`config.mk`:
```
export PLATFORM = sky130hd
export DESIGN_NAME = qmca_div
export DESIGN_NICKNAME = d
export VERILOG_FILES = /design/src/rtl/qmca_pkg.sv /design/src/rtl/qmca_div.sv
export SDC_FILE = /design/constraint.sdc
export NUM_CORES = 2
export LEC_CHECK = 0
export ABC_AREA = 0
export ABC_CLOCK_PERIOD_IN_PS = 4830
export BUFFER_PORTS_ARGS = -buffer_cell sky130_fd_sc_hd__buf_2
export CAP_MARGIN = 20
export CELL_PAD_IN_SITES_DETAIL_PLACEMENT = 0
export CELL_PAD_IN_SITES_GLOBAL_PLACEMENT = 1
export CORE_ASPECT_RATIO = 1.4
export CORE_MARGIN = 5
export CORE_UTILIZATION = 35
export DETAILED_ROUTE_END_ITERATION = 16
export PLACE_DENSITY = 0.61
export SLEW_MARGIN = 40
export SYNTH_ARGS = -nofsm -noshare
export SYNTH_HDL_FRONTEND = slang
export SYNTH_SLANG_ARGS = --single-unit
```
`constraint.sdc`:
```
create_clock -name clk -period 4.83 [get_ports clk]
set_clock_uncertainty 0.2 [all_clocks]
set_input_delay 0.966 -clock clk [delete_from_list [all_inputs] [get_ports clk]]
set_output_delay 0.966 -clock clk [all_outputs]
set_load 0.005 [all_outputs]
```
`src/rtl/qmca_pkg.sv`:
```
// ============================================================================
// qmca_pkg
// Shared constants, status codes and stage payload types for the quad
// minimum corner area ratio pipeline.
// ============================================================================
package qmca_pkg;

    // Field and datapath widths.
    localparam int COORD_BITS = 16;
    localparam int FRAC_BITS  = 15;
    localparam int FLOOR_W    = 20;
    localparam int RATIO_W    = 16;
    localparam int DIFF_W     = COORD_BITS + 1;
    localparam int PROD_W     = 2 * DIFF_W;
    localparam int AREA_W     = PROD_W + 1;
    localparam int Q_W        = FRAC_BITS + 1;

    // A ratio of exactly one in the quotient format.
    localparam logic [Q_W-1:0] Q_ONE = {1'b1, {FRAC_BITS{1'b0}}};

    // Result status codes.
    typedef enum logic [1:0] {
        ST_OK       = 2'd0,
        ST_NOT_QUAD = 2'd1,
        ST_DEGEN    = 2'd2,
        ST_NEG      = 2'd3
    } status_t;

    // One input cell.
    typedef struct packed {
        logic                         is_quad;
        logic signed [COORD_BITS-1:0] x_0;
        logic signed [COORD_BITS-1:0] y_0;
        logic signed [COORD_BITS-1:0] x_1;
        logic signed [COORD_BITS-1:0] y_1;
        logic signed [COORD_BITS-1:0] x_2;
        logic signed [COORD_BITS-1:0] y_2;
        logic signed [COORD_BITS-1:0] x_3;
        logic signed [COORD_BITS-1:0] y_3;
    } in_t;

    // One result.
    typedef struct packed {
        logic [RATIO_W-1:0] min_ratio;
        logic [1:0]         status;
    } out_t;

    // Coordinate differences.
    typedef struct packed {
        logic                         is_quad;
        logic signed [COORD_BITS-1:0] y0;
        logic signed [COORD_BITS-1:0] y1;
        logic signed [COORD_BITS-1:0] y2;
        logic signed [COORD_BITS-1:0] y3;
        logic signed [DIFF_W-1:0]     d20;
        logic signed [DIFF_W-1:0]     d31;
        logic signed [DIFF_W-1:0]     dy20;
        logic signed [DIFF_W-1:0]     dy31;
        logic signed [DIFF_W-1:0]     d03;
        logic signed [DIFF_W-1:0]     d10;
        logic signed [DIFF_W-1:0]     d21;
        logic signed [DIFF_W-1:0]     d32;
    } diff_t;

    // Partial products of the area and the four corner numerators.
    typedef struct packed {
        logic                     is_quad;
        logic signed [PROD_W-1:0] pa;
        logic signed [PROD_W-1:0] pb;
        logic signed [PROD_W-1:0] n0a;
        logic signed [PROD_W-1:0] n0b;
        logic signed [PROD_W-1:0] n0c;
        logic signed [PROD_W-1:0] n1a;
        logic signed [PROD_W-1:0] n1b;
        logic signed [PROD_W-1:0] n1c;
        logic signed [PROD_W-1:0] n2a;
        logic signed [PROD_W-1:0] n2b;
        logic signed [PROD_W-1:0] n2c;
        logic signed [PROD_W-1:0] n3a;
        logic signed [PROD_W-1:0] n3b;
        logic signed [PROD_W-1:0] n3c;
    } prod_t;

    // Doubled area and corner numerators.
    typedef struct packed {
        logic                     is_quad;
        logic signed [AREA_W-1:0] a2;
        logic signed [AREA_W-1:0] num0;
        logic signed [AREA_W-1:0] num1;
        logic signed [AREA_W-1:0] num2;
        logic signed [AREA_W-1:0] num3;
    } sum_t;

    // Area magnitude and orientation-corrected numerators.
    typedef struct packed {
        logic                     is_quad;
        logic                     degen;
        logic        [AREA_W-1:0] amag;
        logic signed [AREA_W-1:0] num0;
        logic signed [AREA_W-1:0] num1;
        logic signed [AREA_W-1:0] num2;
        logic signed [AREA_W-1:0] num3;
    } mag_t;

    // Divider stage payload.
    typedef struct packed {
        status_t           status;
        logic              zero;
        logic              sat;
        logic [AREA_W-1:0] amag;
        logic [AREA_W-1:0] rem;
        logic [Q_W-1:0]    q;
    } div_t;

endpackage

```
`src/rtl/qmca_div.sv`:
```
// ============================================================================
// qmca_div
// Restoring divider, one quotient bit per register stage, followed by
// the saturation and zero selection of the final ratio.
// ============================================================================
module qmca_div
(
    input  logic            clk,
    input  logic            rst_n,
    input  logic            en,
    input  logic            div_valid,
    input  qmca_pkg::div_t  div_data,
    output logic            out_valid,
    output qmca_pkg::out_t  out_data
);

    qmca_pkg::div_t stage_reg [qmca_pkg::FRAC_BITS];
    logic           vld_reg   [qmca_pkg::FRAC_BITS];
    qmca_pkg::div_t last;

    for (genvar k = 0; k < qmca_pkg::FRAC_BITS; k++)
    begin : g_step
        qmca_pkg::div_t              prev;
        logic                        prev_vld;
        logic [qmca_pkg::AREA_W:0]   shifted;
        logic                        ge;
        qmca_pkg::div_t              step_next;

        // The first stage takes the setup payload, the others the stage before.
        assign prev     = (k == 0) ? div_data  : stage_reg[(k == 0) ? 0 : k - 1];
        assign prev_vld = (k == 0) ? div_valid : vld_reg[(k == 0) ? 0 : k - 1];

        // One shift, compare and subtract per stage.
        always_comb
        begin
            shifted        = {prev.rem, 1'b0};
            ge             = (shifted >= {1'b0, prev.amag});
            step_next      = prev;
            step_next.rem  = ge ? qmca_pkg::AREA_W'(shifted - {1'b0, prev.amag})
                                : qmca_pkg::AREA_W'(shifted);
            step_next.q    = {prev.q[qmca_pkg::Q_W-2:0], ge};
        end

        always_ff @(posedge clk or negedge rst_n)
        begin
            if (!rst_n)
            begin
                vld_reg[k] <= 1'b0;
            end
            else if (en)
            begin
                vld_reg[k] <= prev_vld;
            end
        end

        always_ff @(posedge clk)
        begin
            if (en)
            begin
                stage_reg[k] <= step_next;
            end
        end
    end

    // Final selection of the ratio from the last stage.
    assign last = stage_reg[qmca_pkg::FRAC_BITS-1];

    always_comb
    begin
        out_data.status = last.status;
        if (last.zero)
        begin
            out_data.min_ratio = '0;
        end
        else if (last.sat)
        begin
            out_data.min_ratio = qmca_pkg::RATIO_W'(qmca_pkg::Q_ONE);
        end
        else
        begin
            out_data.min_ratio = qmca_pkg::RATIO_W'(last.q);
        end
    end

    assign out_valid = vld_reg[qmca_pkg::FRAC_BITS-1];

endmodule

```
== After elaboration in Yosys (flattened, before gate mapping) ==
Memory sizes are Yosys's and may differ from the RTL's.
Index checks and enable logic that the tools add are counted.
Operators by class
  $add $sub $neg: 15
  mux-type cells: 19
  order comparisons: 15
Operators with widths (count)
  $ge A36 B35 Y1: 15
  $mux W35: 15
  $sub A35 B35 Y35: 15
  $mux W16: 2
  $mux W1: 2
Storage, ports and cells
  memories kept: 1
  bits in registers: 15
  logic and storage cells: 65
  output and inout bits: 19
  bits of input ports: 94
  memory bits (writable): 1350
Memory list
  stage_reg: words 15, bits a word 90, read ports 15, clocked after memory_dff 0, wr ports 15, RTL line qmca_div.sv:17  | qmca_pkg::div_t stage_reg [qmca_pkg::FRAC_BITS];

== Longest topological paths before layout ==
An unclocked memory read counts as a cell.
  word-level depth: 3
  mapped depth: 16

== Worst setup path after synthesis ==
No wires, ideal clock.
  path kind: input -> register
  start: in div_data[51] (netlist name)
  end: mem stage_reg[0][23] (netlist name), data pin
  stages: 12
  library setup time: 0.262 ns
  setup slack: 0.592 ns
  buffers on the path: 1
  arrival time: 3.776 ns
  data required time: 4.368 ns
  cell sequence: inv_1 fa_1 a211o_1 a21oi_1 o21ai_1 a221oi_2 a31oi_1 a21oi_2 o221ai_1 a211oi_4 buf_4 mux2_1
RTL lines
  from (decl): RTL line qmca_div.sv:12  | input qmca_pkg::div_t div_data,
  to (decl): RTL line qmca_div.sv:17

==> summary.txt <==
Hold path
  – Worst hold path cell count: 1
  – Hold Path Class: in -> reg
  – Hold Path Origin: div_data[88]
  – Hold worst-path end: stage_reg[0][88]$_DFFE_PP_

Setup path
  – Setup crit end kind: register
  – Source of the critical timing path: stage_reg[3][16]$_SDFFCE_PN0P_
  – Highest-delay cell along the critical path: sky130_fd_sc_hd__fa_1
  – Crit path buf inv count: 2
  – Critical Path Max Stage Delay: ~0.51 ns
  – Depth of the worst register-to-register path: 12
  – Arrival time at the worst endpoint: between 4 and 5 ns
  – Required time worst endpoint: just over 5 ns
  – Type of the worst setup path: reg -> reg
  – Critical path startpoint category: register
  – CP Max Fanout: 39
  – End of the worst register-to-register path: stage_reg[4][17]$_DFFE_PP_
  – Reg2reg start: stage_reg[3][16]$_SDFFCE_PN0P_
  – Series of cell instances along the critical path: fa_1, a211oi_1, o21bai_1, a221oi_2, o21ai_1, a21boi_1, buf_4, o21ai_1, a41o_1, a31oi_4, buf_12, mux2_2
  – Reg-to-reg slack, setup: slightly above 0.3 ns
  – Crit-path leading delay family: compound AO/OA/AOI/OAI gates
  – Crit-path most repeated cell: sky130_fd_sc_hd__o21ai_1

Detailed routing
  – First-pass DRT Iterations: 5
  – Total length of routed wires: roughly 170000 um
  – Vias per inst: 5.01
  – Residual antenna-violating net count after detailed routing: 0
  – Initial drt markers: about 1700
  – Routed wire per std cell: 18.7 um
  – Via count: 46600
  – DRC violations left: 0

Global routing
  – Global-route wire length before repair: about 270000 um
  – Maximum number of pins on one net before global-route repair: roughly 100
  – Number of global-route vias before repair: roughly 50000
  – Initial antenna violation count: 6
  – Global route overflow: 0
  – Overall global routing resource usage: 0.168

Timing
  – Highest clock frequency the design can meet: 221 MHz
  – Max-slew headroom: 0.459
  – Count of final setup violators: 0
  – Unrepaired setup endpoints after global routing: false
  – Post-layout minimum cycle time: around 4.5 ns
  – Slew Viols, Final: 0
  – Final Hold Viols: 0
  – Post-route fraction of the period consumed by the critical path: 0.937
  – Slew at the pin closest to its max-slew limit: 0.801 ns

Floorplanning
  – Core Region: between 150000 and 200000 um2
  – Die W: slightly below 400 um
  – Number of placement rows: 192
  – Number of top-level design ports: around 110
  – Initial cell density of the core: 0.352
  – Area of the die: 206000 um2
  – Vertical extent of the die: about 540 um

Synth
  – Synthesized instance count: roughly 6300
  – Cell types with the highest counts after synthesis: 1175 x sky130_fd_sc_hd__edfxtp_1, 622 x sky130_fd_sc_hd__inv_1, 543 x sky130_fd_sc_hd__nand2_1, 537 x sky130_fd_sc_hd__a21oi_1, 524 x sky130_fd_sc_hd__ha_1
  – Post-synth EDFFs: roughly 1200
  – Xor-xnor portion of the synthesized cell area: 0.0553
  – Adder-cell area share of the yosys netlist: 0.0991
  – Share of cell area taken by muxes after synthesis: 0.0286
  – Number of distinct library cells after synthesis: 94
  – Yosys top cell by area: sky130_fd_sc_hd__edfxtp_1
  – Share of flip-flops with an asynchronous set or reset: 0.0126
  – Share of Yosys cell area claimed by the top area cell type: 0.511
  – Post-synthesis simple-gate area fraction: 0.0941
  – Synth Net Count: 6939
  – Number of warning messages in the yosys log: 0
  – Most instantiated flip-flop cell in the synthesis netlist: sky130_fd_sc_hd__edfxtp_1
  – Most repeated cell in the gate-level netlist after synthesis: sky130_fd_sc_hd__edfxtp_1
  – Synth top area cells: sky130_fd_sc_hd__edfxtp_1 51%, sky130_fd_sc_hd__ha_1 9.5%, sky130_fd_sc_hd__a21oi_1 3.9%, sky130_fd_sc_hd__o21ai_0 3.6%, sky130_fd_sc_hd__inv_1 3.4%
  – Avg Inst Size Synth: about 11 um2
  – Cell Area, Synth: just under 70000 um2
  – Fraction of the yosys area taken by sequential cells: 0.517
  – Number of synthesized register bits: between 1000 and 1500
  – Compound-gate portion of the synthesized area: 0.160
  – Largest family of logic cells by synthesized area: compound AO/OA/AOI/OAI gates

Cells and area
  – Ratio of cells with drive above 1 in the final layout: 0.104
  – Synthesis-to-layout area growth: 13.6%
  – Final nets: a little over 7000
  – Flip-flop count of the largest register after layout: roughly 1200
  – Cell Count, Final, Fillers Out: a little over 9000
  – Final core utilization: 0.401

Clocking
  – CTS tree: built
  – Number of buffers inserted during clock tree synthesis: about 140
  – Insertion delay to the later sink of the worst-skew pair: 0.78 ns
  – Total clock sinks: between 1000 and 1500
  – Root buffer cell: sky130_fd_sc_hd__clkbuf_16
  – # H-tree levels: 4
  – Post-CTS clock slew at the launch and capture registers of the worst setup and hold paths: 0.06 ns
  – Longest Clk Path Bufs: 3

Place
  – Number of cells after detailed placement: about 9100
  – Port Buffers: 97
  – Placed wire-length estimate: around 140000 um
  – Routability congestion estimate: 0.919

Job
  – Number of max-cap violations: 0

Power and ir drop
  – VDD IR max: ~0.32 mV
  – PD cells: 657 nW/um2
  – Standby leakage power: approximately 32 nW

Outcome
  – Run status: finished, final reports clean
-- how the worst max path moves through the flow --
stage	to	slack (ns)	cells after the start
after floorplan	stage_reg[0][23]$_DFFE_PP_	0.59	12
after global placement	stage_reg[0][43]$_DFFE_PP_	-0.29	15
after detailed placement	stage_reg[0][21]$_DFFE_PP_	-0.03	15
after CTS	stage_reg[4][35]$_DFFE_PP_	0.29	12
after global routing	stage_reg[4][17]$_DFFE_PP_	0.12	12
final	stage_reg[4][17]$_DFFE_PP_	0.31	12
-- final cells by class --
cell class,instances,area (um2)
Clock buffer,164,3600
Inverter,623,2340
Tap cell,2619,3280
Sequential cell,1190,35700
Fill cell,19000,117000
Antenna cell,7,17.5
Multi-Input combinational cell,4310,30300
Clock inverter,78,787
Timing Repair Buffer,312,2440
-- routing by layer --
metal | part of all wire | vias to the layer above | track usage
met5 | 0 | - | 0
met4 | 0.079 | 0 | 0.116
met3 | 0.022 | 471 | 0.0217
met2 | 0.59 | 688 | 0.360
met1 | 0.30 | 21900 | 0.133
li1 | - | 23500 | -
-- kinds of logic after synthesis --
kind of cell               after synthesis
and+or+nand+nor                       1389
adders and majority gates              538
muxes                                  169
AOI/OAI and AO/OA                     1778
DFF                                   1190
xor gates and xnor gates               436
buffers and inverters                  807
-- placed cells by master (no fill, tap or decap), types with 58 or more instances in the layout --
| cell | n |
|---|---|
| sky130_fd_sc_hd__o21ai_0 | 489 |
| sky130_fd_sc_hd__inv_1 | 622 |
| sky130_fd_sc_hd__xor2_1 | 186 |
| sky130_fd_sc_hd__a21oi_1 | 537 |
| sky130_fd_sc_hd__buf_2 | 96 |
| sky130_fd_sc_hd__buf_4 | 188 |
| sky130_fd_sc_hd__nor3_1 | 63 |
| sky130_fd_sc_hd__nand2_1 | 542 |
| sky130_fd_sc_hd__nand4_1 | 80 |
| sky130_fd_sc_hd__a21o_1 | 273 |
| sky130_fd_sc_hd__clkbuf_16 | 140 |
| sky130_fd_sc_hd__edfxtp_1 | 1175 |
| sky130_fd_sc_hd__a31oi_1 | 58 |
| sky130_fd_sc_hd__ha_1 | 524 |
| sky130_fd_sc_hd__nand3_1 | 98 |
| sky130_fd_sc_hd__nand2b_1 | 62 |
| sky130_fd_sc_hd__o21bai_1 | 67 |
| sky130_fd_sc_hd__mux2_2 | 104 |
| sky130_fd_sc_hd__xnor2_1 | 250 |
| sky130_fd_sc_hd__nor2_1 | 291 |
-- what timing repair did --
item / CTS / global route
setup endpoints to repair: 0 / 0
hold buffers: 1 / 0
buffers inserted: 0 / 0
hold endpoints to repair: 15 / 0
resized for setup: 0 / 0
-- power by group --
part / internal (W) / total [W] / switching, W
combinational: 0.0106 / 0.0247 / 0.0141
clock: 0.00593 / 0.0101 / 0.00420
sequential: 0.0153 / 0.0167 / 0.00133
-- metrics by stage --
step           power (W)  setup WS, ns  area, um2  hold WS, ns  TNS [ns]
5_1_grt           0.0554         0.121      78400        0.105         0
3_5_place_dp      0.0417       -0.0328      74000        0.205   -0.0798
6_report          0.0515         0.306      78400        0.178         0
2_1_floorplan     0.0340         0.592      69000        0.200         0
3_3_place_gp      0.0417        -0.291      74000        0.201     -1.07
4_1_cts           0.0522         0.293      78400       0.0828         0
Power figures use the tool's default switching activity.
