==> src/rtl/qmca_pkg.sv <==
// ============================================================================
// qmca_pkg
// Shared constants, status codes and stage payload types for the quad
// minimum corner area ratio pipeline.
// ============================================================================
package qmca_pkg;

    // Field and datapath widths.
    localparam int COORD_BITS = 16;
    localparam int FRAC_BITS  = 15;
    localparam int FLOOR_W    = 20;
    localparam int RATIO_W    = 16;
    localparam int DIFF_W     = COORD_BITS + 1;
    localparam int PROD_W     = 2 * DIFF_W;
    localparam int AREA_W     = PROD_W + 1;
    localparam int Q_W        = FRAC_BITS + 1;

    // A ratio of exactly one in the quotient format.
    localparam logic [Q_W-1:0] Q_ONE = {1'b1, {FRAC_BITS{1'b0}}};

    // Result status codes.
    typedef enum logic [1:0] {
        ST_OK       = 2'd0,
        ST_NOT_QUAD = 2'd1,
        ST_DEGEN    = 2'd2,
        ST_NEG      = 2'd3
    } status_t;

    // One input cell.
    typedef struct packed {
        logic                         is_quad;
        logic signed [COORD_BITS-1:0] x_0;
        logic signed [COORD_BITS-1:0] y_0;
        logic signed [COORD_BITS-1:0] x_1;
        logic signed [COORD_BITS-1:0] y_1;
        logic signed [COORD_BITS-1:0] x_2;
        logic signed [COORD_BITS-1:0] y_2;
        logic signed [COORD_BITS-1:0] x_3;
        logic signed [COORD_BITS-1:0] y_3;
    } in_t;

    // One result.
    typedef struct packed {
        logic [RATIO_W-1:0] min_ratio;
        logic [1:0]         status;
    } out_t;

    // Coordinate differences.
    typedef struct packed {
        logic                         is_quad;
        logic signed [COORD_BITS-1:0] y0;
        logic signed [COORD_BITS-1:0] y1;
        logic signed [COORD_BITS-1:0] y2;
        logic signed [COORD_BITS-1:0] y3;
        logic signed [DIFF_W-1:0]     d20;
        logic signed [DIFF_W-1:0]     d31;
        logic signed [DIFF_W-1:0]     dy20;
        logic signed [DIFF_W-1:0]     dy31;
        logic signed [DIFF_W-1:0]     d03;
        logic signed [DIFF_W-1:0]     d10;
        logic signed [DIFF_W-1:0]     d21;
        logic signed [DIFF_W-1:0]     d32;
    } diff_t;

    // Partial products of the area and the four corner numerators.
    typedef struct packed {
        logic                     is_quad;
        logic signed [PROD_W-1:0] pa;
        logic signed [PROD_W-1:0] pb;
        logic signed [PROD_W-1:0] n0a;
        logic signed [PROD_W-1:0] n0b;
        logic signed [PROD_W-1:0] n0c;
        logic signed [PROD_W-1:0] n1a;
        logic signed [PROD_W-1:0] n1b;
        logic signed [PROD_W-1:0] n1c;
        logic signed [PROD_W-1:0] n2a;
        logic signed [PROD_W-1:0] n2b;
        logic signed [PROD_W-1:0] n2c;
        logic signed [PROD_W-1:0] n3a;
        logic signed [PROD_W-1:0] n3b;
        logic signed [PROD_W-1:0] n3c;
    } prod_t;

    // Doubled area and corner numerators.
    typedef struct packed {
        logic                     is_quad;
        logic signed [AREA_W-1:0] a2;
        logic signed [AREA_W-1:0] num0;
        logic signed [AREA_W-1:0] num1;
        logic signed [AREA_W-1:0] num2;
        logic signed [AREA_W-1:0] num3;
    } sum_t;

    // Area magnitude and orientation-corrected numerators.
    typedef struct packed {
        logic                     is_quad;
        logic                     degen;
        logic        [AREA_W-1:0] amag;
        logic signed [AREA_W-1:0] num0;
        logic signed [AREA_W-1:0] num1;
        logic signed [AREA_W-1:0] num2;
        logic signed [AREA_W-1:0] num3;
    } mag_t;

    // Divider stage payload.
    typedef struct packed {
        status_t           status;
        logic              zero;
        logic              sat;
        logic [AREA_W-1:0] amag;
        logic [AREA_W-1:0] rem;
        logic [Q_W-1:0]    q;
    } div_t;

endpackage

==> src/rtl/qmca_select.sv <==
// ============================================================================
// qmca_select
// Two register stages: area magnitude with orientation fix, then the
// minimum numerator, the status decision and the divider setup.
// ============================================================================
module qmca_select
(
    input  logic                          clk,
    input  logic                          rst_n,
    input  logic                          en,
    input  logic [qmca_pkg::FLOOR_W-1:0]  area_floor,
    input  logic                          sum_valid,
    input  qmca_pkg::sum_t                sum_data,
    output logic                          div_valid,
    output qmca_pkg::div_t                div_data
);

    qmca_pkg::mag_t                   mag_next;
    qmca_pkg::mag_t                   mag_reg;
    qmca_pkg::div_t                   div_next;
    qmca_pkg::div_t                   div_reg;
    logic                             mag_vld_reg;
    logic                             div_vld_reg;
    logic signed [qmca_pkg::AREA_W-1:0] min01;
    logic signed [qmca_pkg::AREA_W-1:0] min23;
    logic signed [qmca_pkg::AREA_W-1:0] nmin;
    logic        [qmca_pkg::AREA_W:0]   twice;

    // Magnitude of the doubled area; numerators flip with a negative area.
    always_comb
    begin
        mag_next.is_quad = sum_data.is_quad;
        mag_next.amag    = sum_data.a2[qmca_pkg::AREA_W-1] ? -sum_data.a2 : sum_data.a2;
        mag_next.degen   = (mag_next.amag <= qmca_pkg::AREA_W'(area_floor));
        if (sum_data.a2[qmca_pkg::AREA_W-1])
        begin
            mag_next.num0 = -sum_data.num0;
            mag_next.num1 = -sum_data.num1;
            mag_next.num2 = -sum_data.num2;
            mag_next.num3 = -sum_data.num3;
        end
        else
        begin
            mag_next.num0 = sum_data.num0;
            mag_next.num1 = sum_data.num1;
            mag_next.num2 = sum_data.num2;
            mag_next.num3 = sum_data.num3;
        end
    end

    // Minimum numerator through a two-level compare tree.
    always_comb
    begin
        min01 = (mag_reg.num1 < mag_reg.num0) ? mag_reg.num1 : mag_reg.num0;
        min23 = (mag_reg.num3 < mag_reg.num2) ? mag_reg.num3 : mag_reg.num2;
        nmin  = (min23 < min01) ? min23 : min01;
        twice = {nmin, 1'b0};
    end

    // Status decision and divider setup.
    always_comb
    begin
        div_next.amag = mag_reg.amag;
        div_next.rem  = qmca_pkg::AREA_W'(twice);
        div_next.q    = '0;
        div_next.sat  = (twice >= {1'b0, mag_reg.amag});
        div_next.zero = 1'b1;
        priority if (!mag_reg.is_quad)
        begin
            div_next.status = qmca_pkg::ST_NOT_QUAD;
        end
        else if (mag_reg.degen)
        begin
            div_next.status = qmca_pkg::ST_DEGEN;
        end
        else if (nmin[qmca_pkg::AREA_W-1])
        begin
            div_next.status = qmca_pkg::ST_NEG;
        end
        else
        begin
            div_next.status = qmca_pkg::ST_OK;
            div_next.zero   = (nmin == '0);
        end
    end

    // Valid bits.
    always_ff @(posedge clk or negedge rst_n)
    begin
        if (!rst_n)
        begin
            mag_vld_reg <= 1'b0;
            div_vld_reg <= 1'b0;
        end
        else if (en)
        begin
            mag_vld_reg <= sum_valid;
            div_vld_reg <= mag_vld_reg;
        end
    end

    // Payload registers.
    always_ff @(posedge clk)
    begin
        if (en)
        begin
            mag_reg <= mag_next;
            div_reg <= div_next;
        end
    end

    assign div_valid = div_vld_reg;
    assign div_data  = div_reg;

endmodule

==> config.mk <==
export PLATFORM = sky130hd
export DESIGN_NAME = qmca_select
export DESIGN_NICKNAME = d
export VERILOG_FILES = /design/src/rtl/qmca_pkg.sv /design/src/rtl/qmca_select.sv
export SDC_FILE = /design/constraint.sdc
export NUM_CORES = 1
export LEC_CHECK = 0
export ABC_CLOCK_PERIOD_IN_PS = 6700
export BUFFER_PORTS_ARGS = -buffer_cell sky130_fd_sc_hd__buf_2
export CELL_PAD_IN_SITES_DETAIL_PLACEMENT = 1
export CELL_PAD_IN_SITES_GLOBAL_PLACEMENT = 2
export CORE_MARGIN = 2
export CORE_UTILIZATION = 30
export DETAILED_ROUTE_END_ITERATION = 16
export PLACE_DENSITY = 0.68
export SLEW_MARGIN = 20
export SYNTH_ARGS = -nofsm -noshare
export SYNTH_HDL_FRONTEND = slang
export SYNTH_SLANG_ARGS = --single-unit
==> constraint.sdc <==
create_clock -name clk -period 6.7 [get_ports clk]
set_input_delay 0 -clock clk [delete_from_list [all_inputs] [get_ports clk]]
set_output_delay 0 -clock clk [all_outputs]
set_load 0.005 [all_outputs]
# Word-level counts from Yosys, hierarchy flattened
# Cells that the tools add are included.
# op_classes
mux,7
n_reduce_logical,2
bitwise,1
addsub,5
magnitude_cmp,5
# op_table
op,n
$neg A35 Y35,5
$mux W140,1
$mux W35,4
$lt A35 B35 Y1,3
$ge A36 B35 Y1,1
$le A35 B20 Y1,1
$logic_not A35 Y1,1
$mux W2,2
$reduce_or A3 Y1,1
$not A1 Y1,1
# word_totals
inputBits,200
elab_cells,34
reg_bits,252
out_inout_bits,91

# Longest topological paths before layout
# Gate-level depths: netlist (run 1).
# depth
ltp_word,6
depth_mapped,39
ltp_nobuf,36

# Least setup slack after synthesis (run 1)
# OpenSTA, ideal clock, no wires.
# synth_path
path_type,flip-flop to flip-flop
start,register mag_reg[12] in the netlist's numbering
end,"register div_reg, in the netlist div_data[86], data pin"
slack_ns,-0.452
t_arrival_ns,6.891
n_path_buf,3
path_stages_with_launch,38
setup_ns,0.261
required_ns,6.439
period_less_slack_ns,7.152
path_cell_list,edfxtp_1 > ha_1 > a21oi_1 > o211a_1 > or3_1 > o22ai_1 > or3_1 > clkbuf_1 > buf_2 > a21oi_1 > a21oi_1 > inv_1 > ha_1 > and3_1 > a221o_1 > a21o_1 > a221o_1 > a221oi_1 > [2 not listed] > a221oi_2 > nand3b_1 > o21ai_1 > buf_4 > mux2i_1 > ha_1 > a21o_1 > a21o_1 > a21o_1 > a21o_1 > a21o_1 > a21o_1 > a21oi_1 > o211ai_1 > a21oi_1 > nor4_1 > o21ai_0 > nand3_1
# synth_lines
element,line,rtl
from (decl),qmca_select.sv:19,qmca_pkg::mag_t mag_reg;
from (signal assigned),qmca_select.sv:107,mag_reg <= mag_next;
to (signal assigned),qmca_select.sv:108,div_reg <= div_next;
to (decl),qmca_select.sv:21,qmca_pkg::div_t div_reg;

==> results of run 1 <==
-- layout make-up --
cell class	count	area [um2]
Fill cell	6062	29000
Multi-Input combinational cell	1102	8820
Sequential cell	252	7560
Timing Repair Buffer	893	6790
Tap cell	704	881
Clock buffer	34	787
Inverter	175	657
Clock inverter	22	272
-- placed cells by master (no fill, tap or decap), types with 7 or more instances in the layout --
cell,count
a21oi_2,20
nand3_1,18
o31ai_1,50
clkbuf_16,31
a21oi_1,92
or3_1,21
nor4_1,17
o41ai_1,19
dlygate4sd3_1,259
buf_6,9
a21oi_4,11
buf_2,271
a21o_1,36
nor2_1,67
nand4_1,37
nand2_1,91
o21a_1,7
mux2i_1,33
edfxtp_1,250
conb_1,17
or4_1,28
buf_4,348
xnor2_1,160
ha_4,20
o21ai_0,75
o21ai_1,7
inv_2,10
ha_1,140
nor3_1,14
nand2b_1,21
inv_1,165
-- through the flow --
stage / total power (uW) / hold slack [ps]
CTS: 7350 / 4.55
global route: 7850 / 36.0
floorplan: 3590 / -296
detailed placement: 5240 / -215
finish: 7400 / -19.0
global placement: 5140 / -216
-- worst max path at each step --
stage,start,to,depth (start not counted)
floorplan,mag_reg[34],div_data[86],37
global placement,mag_reg[61],div_data[86],31
detailed placement,mag_reg[14],div_data[86],32
CTS,mag_reg[30],div_data[86],34
global route,mag_reg[91],div_data[86],36
finish,mag_reg[34],div_data[86],36
-- kinds of logic (layout without fill, tap and decap cells) --
| family | after synthesis | in the layout | synth area share |
|---|---|---|---|
| compound gates | 356 | 356 | 0.135 |
| xor+xnor | 164 | 164 | 0.0868 |
| fa+ha+maj | 160 | 160 | 0.121 |
| buf+inv | 233 | 1124 | 0.0580 |
| flops | 252 | 252 | 0.457 |
| mux | 42 | 42 | 0.0260 |
| other cells | 1 | 17 | 0.000227 |
| simple gates | 363 | 363 | 0.116 |
-- timing repair --
item / in CTS / in global routing
hold buffers: 259 / 0
hold endpoints to repair: 179 / 0
pin swaps: 34 / 34
resized for setup: 62 / 61
setup endpoints to repair: 1 / 1
setup buffers: 16 / 18
cloned: 2 / 0
-- worst register-to-register path: cells and delay by family, from the launching register on --
kind	cells	cell delay (ps)
AO/OA/AOI/OAI	20	3600
AND/OR/NAND/NOR	9	1570
multiplexers	1	270
buffers and inverters	3	390
adder cells (fa/ha/maj)	3	780
flip-flops	1	450
-- power by group through the flow --
stage	Combinational, uW	Clock, uW	Sequential (uW)
floorplan	1430	0	2160
global placement	2940	0	2200
detailed placement	3040	0	2210
CTS	3380	1790	2180
global route	3810	1840	2200
finish	3480	1750	2180
-- per-layer routing --
layer | GRT usage | part of all wire
met1 | 0.263 | 0.44
met3 | 0.0186 | 0.032
met5 | 0 | 0
met2 | 0.367 | 0.50
met4 | 0.0572 | 0.025
==> metrics.log, run 1 <==
[metrics] Crit Path Category: register to register
[metrics] min cycle time layout: approximately 7300 ps
[metrics] Psw: 2500 uW
[metrics] clock buffer depth: 3
[metrics] I/O pin count: 291
[metrics] final-report setup violation count: 1
[metrics] Synth warnings: 0
[metrics] class of the most critical hold timing path: input pin to register
[metrics] post-route cell area: around 0.026 mm2
[metrics] cell area after placement: 0.0211 mm2
[metrics] CTS H-tree depth: 1
[metrics] final worst clock skew: ~9.4 ps
[metrics] Routed WL per cell: approximately 19 um
[metrics] WP data required: roughly 7000 ps
[metrics] maximum fanout along the worst path: 6
[metrics] synthesized flop and latch total: 252
[metrics] vias in the first global route: around 16000
[metrics] Post-Place Cells: 2833
[metrics] P_int: 4900 uW
[metrics] worst-case setup margin in the final layout: -595 ps
[metrics] post-layout net count: ~2800
[metrics] leak pwr: between 0.01 and 0.015 uW
[metrics] largest area contributor in the synthesized netlist: edfxtp_1
[metrics] max-cap violation count: 0
[metrics] Layout Utilization: 0.470
[metrics] detailed-placement wirelength estimate: 46.1 mm
[metrics] library cell appearing most often on the critical path: a21o_1
[metrics] unrepaired setup endpoints after global routing: yes
[metrics] drt first-iter violations: 530
[metrics] largest cells by area after synthesis: edfxtp_1, ha_1, xnor2_1
[metrics] unique cell type count in the Yosys netlist: between 60 and 70
[metrics] effective utilization at floorplan: 0.302
[metrics] Critical Path Max Stage Delay: between 400 and 500 ps
[metrics] max-slew violation count: 0
[metrics] most common flop cell mapped by yosys: edfxtp_1
[metrics] wire length of the first global-routing pass: 91.6 mm
[metrics] RD Place Congestion: about 0.94
[metrics] number of buffers and inverters on the critical path: 3
[metrics] dominant cell by count in the synthesized netlist: edfxtp_1
[metrics] total number of vias: around 15000
[metrics] relative slew slack: 0.343
[metrics] Tot GR Track Use: 0.205
[metrics] CTS clock-pin slew for the worst setup and hold paths: around 60 ps
[metrics] TritonCTS clock tree: yes
[metrics] slowest CP cell: edfxtp_1
[metrics] sinks on the clock net: between 200 and 300
[metrics] pin count of the biggest net entering global routing: 138
[metrics] number of flip-flops under the largest register name: about 140
[metrics] share of synthesized area occupied by flip-flops and latches: 0.457
[metrics] clock network latency to the later pin of the worst-skew pair: approximately 570 ps
[metrics] total wirelength of the detailed-routed design: between 50 and 60 mm
[metrics] Syn Area/Cell: around 11 um2
[metrics] placement row count: between 80 and 90
[metrics] antenna diode count: 0
[metrics] clock share of power: 0.236
[metrics] CTS root buffer: clkbuf_16
[metrics] Setup WS pre-CTS: -957 ps
[metrics] Syn-to-layout area delta: 55.7%
[metrics] remaining global-route overflow: 0
[metrics] sort of element at the end of the critical path: register
[metrics] worst hold path depth: 1
[metrics] sequential group share of total power: 0.294
[metrics] Total Negative Setup Slacks: -595 ps
[metrics] Antenna Nets Post-Route: 0
[metrics] slew at the pin closest to its max-slew limit: roughly 990 ps
[metrics] Worst R2R End: div_data[86]
[metrics] non-filler instance count after layout: roughly 3200
[metrics] netlist area before placement: between 0.015 and 0.02 mm2
[metrics] worst endpoint data arrival time: between 7000 and 8000 ps
[metrics] share of the synthesized area in the top cell type: 0.454
[metrics] VDD IR max: roughly 0.00022 V
[metrics] share of async-settable or async-resettable flops after synthesis: 0.00794
[metrics] number of buffers inserted during clock tree synthesis: 30
[metrics] number of enable flip-flop cells after synthesis: 250
[metrics] die extent in y: roughly 240 um
[metrics] number of I/O port buffers: about 270
[metrics] detailed-routing iteration count for the pre-antenna-repair pass: 5
[metrics] number of endpoints with negative hold slack in the final report: 5
[metrics] drc violations: 0
[metrics] power per standard cell area: 287 mW/mm2
[metrics] type of element launching the critical path: register
[metrics] outcome: complete, but fails checks
[metrics] switching power share of the total: 0.338
[metrics] die outline area: ~0.057 mm2
[metrics] register-to-register setup slack: -590 ps
[metrics] maximum achievable frequency: 137 MHz
[metrics] Final period util: 1.09
[metrics] family with the most delay on the worst path: compound AO/OA/AOI/OAI gates
[metrics] hold path endpoint: mag_reg[139]
[metrics] Register-to-Register Path Depth: 36
[metrics] layout cell share with drive strength beyond 1: 0.324
[metrics] Core Box Area: approximately 0.055 mm2
[metrics] hold slack: -19.0 ps
[metrics] violations in the final reports: hold timing, setup timing
[metrics] most frequent cells after synthesis: edfxtp_1, inv_1, ha_1, xnor2_1, a21oi_1
[metrics] width of the chip: approximately 240 um
[metrics] source of the worst hold timing path: en
[metrics] gate count of the mapped netlist: 1571
[metrics] Logic pwr share: 0.470
[metrics] antenna violations before repair: 1
[metrics] drt via density: slightly below 5
[metrics] source of the worst register-to-register timing path: mag_reg[34]
Power figures use the tool's default switching activity.
==> run 2: changes to the inputs <==
--- a/config.mk
+++ b/config.mk
@@ -5,6 +5,7 @@
 export SDC_FILE = /design/constraint.sdc
 export NUM_CORES = 1
 export LEC_CHECK = 0
+export ABC_AREA = 1
 export ABC_CLOCK_PERIOD_IN_PS = 6700
 export BUFFER_PORTS_ARGS = -buffer_cell sky130_fd_sc_hd__buf_2
 export CELL_PAD_IN_SITES_DETAIL_PLACEMENT = 1
@@ -12,7 +13,8 @@
 export CORE_MARGIN = 2
 export CORE_UTILIZATION = 30
 export DETAILED_ROUTE_END_ITERATION = 16
-export PLACE_DENSITY = 0.68
+export MAX_ROUTING_LAYER = met4
+export PLACE_DENSITY = 0.72
 export SLEW_MARGIN = 20
 export SYNTH_ARGS = -nofsm -noshare
 export SYNTH_HDL_FRONTEND = slang
==> metrics.log, run 2 <==
[metrics] outcome: complete, but fails checks
[metrics] violations in the final reports: hold timing
[metrics] final-report setup violation count: 0
[metrics] unrepaired setup endpoints after global routing: no
[metrics] largest area contributor in the synthesized netlist: edfxtp_1
[metrics] slowest CP cell: edfxtp_1
[metrics] width of the chip: ~240 um
[metrics] number of enable flip-flop cells after synthesis: 250
[metrics] Final period util: 0.922
[metrics] vias in the first global route: 16234
[metrics] power per standard cell area: 306 mW/mm2
[metrics] share of async-settable or async-resettable flops after synthesis: 0.00794
[metrics] share of the synthesized area in the top cell type: 0.435
[metrics] effective utilization at floorplan: 0.305
[metrics] Critical Path Max Stage Delay: 430 ps
[metrics] number of endpoints with negative hold slack in the final report: 7
[metrics] register-to-register setup slack: between 500 and 600 ps
[metrics] sum of internal, switching and leakage power: approximately 7000 uW
[metrics] gate count of the mapped netlist: between 1500 and 2000
[metrics] grt met3 use: 0.0171
[metrics] hold path endpoint: div_data[77]
[metrics] drt first-iter violations: about 650
[metrics] number of buffers inserted during clock tree synthesis: 31
[metrics] TritonCTS clock tree: yes
[metrics] drc violations: 0
[metrics] maximum achievable frequency: 162 MHz
[metrics] die outline area: just under 0.06 mm2
[metrics] I/O pin count: roughly 290
[metrics] final worst clock skew: 13.3 ps
[metrics] remaining global-route overflow: 0
[metrics] type of element launching the critical path: register
[metrics] Antenna Nets Post-Route: 0
[metrics] die extent in y: 244 um
[metrics] maximum fanout along the worst path: 14
[metrics] post-route cell area: roughly 0.023 mm2
[metrics] leak pwr: ~0.011 uW
[metrics] clock buffer depth: 3
[metrics] number of flip-flops under the largest register name: around 140
[metrics] synthesized flop and latch total: roughly 250
[metrics] sort of element at the end of the critical path: register
[metrics] Syn-to-layout area delta: 34.4%
[metrics] Crit Path Category: register to register
[metrics] CTS clock-pin slew for the worst setup and hold paths: ~60 ps
[metrics] CTS H-tree depth: 1
[metrics] max-cap violation count: 0
[metrics] cell area after placement: roughly 0.020 mm2
[metrics] post-layout net count: just under 3000
[metrics] netlist area before placement: 0.0173 mm2
[metrics] worst hold path depth: 1
[metrics] wire length of the first global-routing pass: just over 90 mm
[metrics] routing layer with the top usage in global route: met2
[metrics] max-slew violation count: 0
[metrics] total number of vias: between 15000 and 20000
[metrics] routing usage on met1: 0.262
[metrics] class of the most critical hold timing path: input pin to register
[metrics] Register-to-Register Path Depth: 37
[metrics] most frequent cells after synthesis: nand2_1, inv_1, edfxtp_1
[metrics] min cycle time layout: 6180 ps
[metrics] slew at the pin closest to its max-slew limit: 950 ps
[metrics] Worst R2R End: div_data[86]
[metrics] clock network latency to the later pin of the worst-skew pair: a little under 600 ps
[metrics] Routed WL per cell: approximately 18 um
[metrics] source of the worst hold timing path: en
[metrics] placement row count: 87
[metrics] detailed-routing iteration count for the pre-antenna-repair pass: 5
[metrics] Tot GR Track Use: 0.202
[metrics] drt via density: 4.63
[metrics] CTS root buffer: clkbuf_16
[metrics] most common cell after layout, fill and taps aside: nand2_1
[metrics] commonest cells after routing, fill and taps aside: nand2_1, inv_1, buf_2
[metrics] relative slew slack: 0.366
[metrics] unique cell type count in the Yosys netlist: 50
[metrics] number of I/O port buffers: roughly 270
[metrics] antenna violations before repair: 1
[metrics] hold slack: -26.4 ps
[metrics] share of synthesized area occupied by flip-flops and latches: 0.438
[metrics] worst endpoint data arrival time: approximately 6500 ps
[metrics] Core Box Area: 0.0566 mm2
[metrics] most common flop cell mapped by yosys: edfxtp_1
[metrics] VDD IR max: roughly 0.00021 V
[metrics] Syn Area/Cell: between 8 and 9 um2
[metrics] layout cell share with drive strength beyond 1: 0.172
[metrics] Synth warnings: 0
[metrics] WP data required: ~7000 ps
[metrics] dominant cell by count in the synthesized netlist: nand2_1
[metrics] RD Place Congestion: about 0.87
[metrics] largest cells by area after synthesis: edfxtp_1, ha_1, nand2_1
[metrics] total wirelength of the detailed-routed design: ~60 mm
[metrics] detailed-placement wirelength estimate: 46.9 mm
[metrics] source of the worst register-to-register timing path: mag_reg[34]
[metrics] pin count of the biggest net entering global routing: between 100 and 150
[metrics] met2 demand-to-capacity share in global routing: 0.338
[metrics] library cell appearing most often on the critical path: nand2_1
[metrics] sinks on the clock net: 252
## run 2: routing by layer
layer / vias up / part of all wire
met1: 7307 / 0.47
li1: 7619 / -
met4: 0 / 0.024
met3: 79 / 0.032
met2: 302 / 0.48
met5: - / 0
## run 2: critical path: cells and delay by family, from the launching register on
kind | cells | cell delay [ps]
adders and majority gates | 3 | 960
AOI/OAI and AO/OA | 13 | 2380
and+or+nand+nor | 19 | 1870
DFF | 1 | 430
buffers and inverters | 2 | 280
## run 2: final cells by class
| type | count | area [um2] |
|---|---|---|
| diodes | 2 | 5.00 |
| well taps | 756 | 946 |
| fillers | 6720 | 33400 |
| repair buffers | 549 | 4040 |
| multi-input cells | 1377 | 8470 |
| clock inverters | 20 | 210 |
| flip-flops and latches | 252 | 7560 |
| clock buffers | 36 | 795 |
| inverters | 315 | 1180 |
## run 2: what timing repair did
| item | in CTS | in global routing |
|---|---|---|
| gates cloned | 0 | 3 |
| gates resized for setup | 7 | 49 |
| pin swaps | 0 | 3 |
| hold buffers | 229 | 0 |
| endpoints found under the setup margin | 1 | 1 |
| setup buffers | 0 | 0 |
| hold endpoints to repair | 179 | 0 |
## run 2: cells by family (layout without fill, tap and decap cells)
kind of cell / after synthesis / count (layout) / share of synthesized area
AND/OR/NAND/NOR: 799 / 802 / 0.202
XOR/XNOR: 164 / 164 / 0.0832
adder cells (fa/ha/maj): 160 / 160 / 0.116
AO/OA/AOI/OAI: 234 / 234 / 0.0752
buffers and inverters: 371 / 920 / 0.0862
flip-flops: 252 / 252 / 0.438
other: 1 / 19 / 0.000217
## run 2: stage by stage
| step | hold slack [ps] | setup slack, ps | util | TNS (ps) | instances |
|---|---|---|---|---|---|
| finish | -26.4 | 525 | 0.410 | 0 | 3307 |
| global route | 52.4 | 25.0 | 0.410 | 0 | 3306 |
| CTS | 20.4 | 24.7 | 0.406 | 0 | 3302 |
| detailed placement | -210 | -192 | 0.348 | -192 | 3017 |
| global placement | -215 | -83.9 | 0.348 | -83.9 | 3017 |
| floorplan | -296 | 659 | - | 0 | 1997 |
## run 2: worst max-delay path by stage
stage,start,endpoint,slack [ps],cells after the start
finish,mag_reg[34],div_data[86],520,37
global route,mag_reg[65],div_data[86],30,40
CTS,mag_reg[34],div_data[86],20,37
detailed placement,mag_reg[34],div_data[86],-190,35
global placement,mag_reg[34],div_data[86],-80,35
floorplan,mag_reg[34],div_data[86],660,41
## run 2: report_power, final
| group | switching (uW) | leakage (uW) | internal (uW) |
|---|---|---|---|
| Sequential | 143 | 0.00246 | 2100 |
| Clock | 681 | 0.000490 | 997 |
| Combinational | 1970 | 0.00758 | 1220 |
| Total | 2800 | 0.0105 | 4320 |
==> run 3: changes to the inputs <==
--- a/config.mk
+++ b/config.mk
@@ -11,10 +11,11 @@
 export CELL_PAD_IN_SITES_DETAIL_PLACEMENT = 1
 export CELL_PAD_IN_SITES_GLOBAL_PLACEMENT = 2
 export CORE_MARGIN = 2
-export CORE_UTILIZATION = 30
+export CORE_UTILIZATION = 31
 export DETAILED_ROUTE_END_ITERATION = 16
 export MAX_ROUTING_LAYER = met4
-export PLACE_DENSITY = 0.72
+export PLACE_DENSITY = 0.74
+export SKIP_LAST_GASP = 1
 export SLEW_MARGIN = 20
 export SYNTH_ARGS = -nofsm -noshare
 export SYNTH_HDL_FRONTEND = slang
==> metrics.log, run 3 (synthesis gave the netlist of run 2 again) <==
[metrics] Tot GR Track Use: 0.209
[metrics] I/O pin count: slightly below 300
[metrics] TritonCTS clock tree: yes
[metrics] Worst R2R End: div_data[86]
[metrics] drt via density: around 4.7
[metrics] slew at the pin closest to its max-slew limit: between 900 and 1000 ps
[metrics] antenna violations before repair: 1
[metrics] class of the most critical hold timing path: input pin to register
[metrics] sort of element at the end of the critical path: register
[metrics] critical path capture point: div_data[86]
[metrics] slowest CP cell: o21ai_0
[metrics] WP data required: ~7100 ps
[metrics] drt first-iter violations: 707
[metrics] Final period util: 0.936
[metrics] number of I/O port buffers: ~270
[metrics] number of flip-flops under the largest register name: ~140
[metrics] placement row count: between 80 and 90
[metrics] source of the worst register-to-register timing path: mag_reg[34]
[metrics] max-cap violation count: 0
[metrics] worst endpoint data arrival time: roughly 6700 ps
[metrics] Register-to-Register Path Depth: 35
[metrics] non-filler instance count after layout: roughly 3300
[metrics] switching power share of the total: 0.393
[metrics] pin count of the biggest net entering global routing: approximately 140
[metrics] Syn-to-layout area delta: 36.5%
[metrics] sinks on the clock net: between 200 and 300
[metrics] final worst clock skew: around 30 ps
[metrics] outcome: finished clean
[metrics] Core Box Area: 0.0551 mm2
[metrics] Critical Path Max Stage Delay: roughly 500 ps
[metrics] sequential group share of total power: 0.310
[metrics] remaining global-route overflow: 0
[metrics] clock buffer depth: 3
[metrics] FF+latch area: around 0.0076 mm2
[metrics] max-slew violation count: 0
[metrics] CTS clock-pin slew for the worst setup and hold paths: roughly 60 ps
[metrics] final-report setup violation count: 0
[metrics] area taken by multi-input logic gates: approximately 0.0086 mm2
[metrics] detailed-routing iteration count for the pre-antenna-repair pass: 4
[metrics] relative slew slack: 0.354
[metrics] Post-Place Cells: around 3000
[metrics] Psw: 2850 uW
[metrics] most common cell after layout, fill and taps aside: nand2_1
[metrics] Antenna Nets Post-Route: 0
[metrics] VDD IR max: about 0.00016 V
[metrics] leak pwr: around 0.011 uW
[metrics] number of endpoints with negative hold slack in the final report: 0
[metrics] total number of vias: around 16000
[metrics] min cycle time layout: ~6300 ps
[metrics] startpoint of the worst setup timing path: mag_reg[34]
[metrics] detailed-placement wirelength estimate: 46.1 mm
[metrics] P_int: 4400 uW
[metrics] vias in the first global route: around 16000
[metrics] layout cell share with drive strength beyond 1: 0.185
[metrics] Logic pwr share: 0.462
[metrics] effective utilization at floorplan: 0.313
[metrics] number of buffers inserted during clock tree synthesis: 31
[metrics] Crit Path Category: register to register
[metrics] wire length of the first global-routing pass: around 90 mm
[metrics] post-layout net count: 2913
[metrics] die outline area: approximately 0.058 mm2
[metrics] CTS root buffer: clkbuf_16
[metrics] worst-case setup margin in the final layout: 430 ps
[metrics] maximum achievable frequency: ~160 MHz
[metrics] die extent in y: 240 um
[metrics] RD Place Congestion: approximately 0.86
[metrics] register-to-register setup slack: 430 ps
[metrics] Setup WS pre-CTS: -279 ps
[metrics] clock share of power: 0.228
[metrics] total wirelength of the detailed-routed design: between 50 and 60 mm
[metrics] width of the chip: between 200 and 250 um
[metrics] drc violations: 0
[metrics] commonest cells after routing, fill and taps aside: nand2_1, inv_1, buf_2
[metrics] library cell appearing most often on the critical path: nand2_1
[metrics] power per standard cell area: between 300 and 400 mW/mm2
[metrics] Routed WL per cell: between 15 and 20 um
[metrics] maximum fanout along the worst path: 14
[metrics] clock network latency to the later pin of the worst-skew pair: 590 ps
[metrics] number of fill cells: 6514
[metrics] CTS H-tree depth: 1
[metrics] type of element launching the critical path: register
run 3: timing repair:
item,in CTS,in global routing
pin swaps,0,11
resized for setup,14,86
gates cloned,0,2
hold endpoints to repair,179,0
buffers inserted,0,15
setup endpoints to repair,1,1
hold buffers,242,0
run 3: worst max-delay path: cells and delay by family, from the launching register on:
| kind | cells | cell delay (ps) |
|---|---|---|
| AO/OA/AOI/OAI | 9 | 1750 |
| adder cells (fa/ha/maj) | 3 | 970 |
| buffers and inverters | 3 | 520 |
| flip-flops | 1 | 430 |
| AND/OR/NAND/NOR | 20 | 2420 |
run 3: worst min path at each step:
stage / to / cells past startpoint / startpoint
finish: div_next[78] / 1 / en
global route: div_next[67] / 3 / sum_data[174]
CTS: div_next[67] / 3 / sum_data[174]
detailed placement: div_valid / 1 / rst_n
global placement: div_valid / 1 / rst_n
floorplan: div_valid / 0 / rst_n
run 3: power groups by stage:
stage	logic (uW)	registers [uW]	clock network, uW
after floorplan	1760	2220	0
after global placement	2870	2270	0
after detailed placement	2970	2270	0
after CTS	3130	2240	1690
after global routing	3760	2270	1740
final	3340	2250	1650
run 3: layout make-up:
type                            count  share of cell area
Multi-Input combinational cell   1376               0.364
Sequential cell                   252               0.321
Timing Repair Buffer              577               0.183
Inverter                          315              0.0502
Tap cell                          748              0.0397
Clock buffer                       38              0.0340
Clock inverter                     18             0.00770
Antenna cell                        3            0.000319
run 3: per-layer routing:
| metal | vias up | global-route usage | part of all wire |
|---|---|---|---|
| met2 | 335 | 0.353 | 0.48 |
| met5 | - | - | 0 |
| met4 | 0 | 0.0548 | 0.023 |
| met3 | 88 | 0.0204 | 0.034 |
| met1 | 7500 | 0.266 | 0.46 |
| li1 | 7668 | - | - |
run 3: stage by stage:
stage / power [uW] / cell area (um2) / util / setup TNS [ps] / hold slack (ps)
floorplan: 3970 / 17300 / - / 0 / -296
global placement: 5140 / 19700 / 0.358 / -319 / -213
detailed placement: 5240 / 19700 / 0.358 / -279 / -212
CTS: 7060 / 23100 / 0.420 / 0 / 5.82
global route: 7760 / 23600 / 0.428 / -10.2 / 29.1
finish: 7240 / 23600 / 0.428 / 0 / 2.36
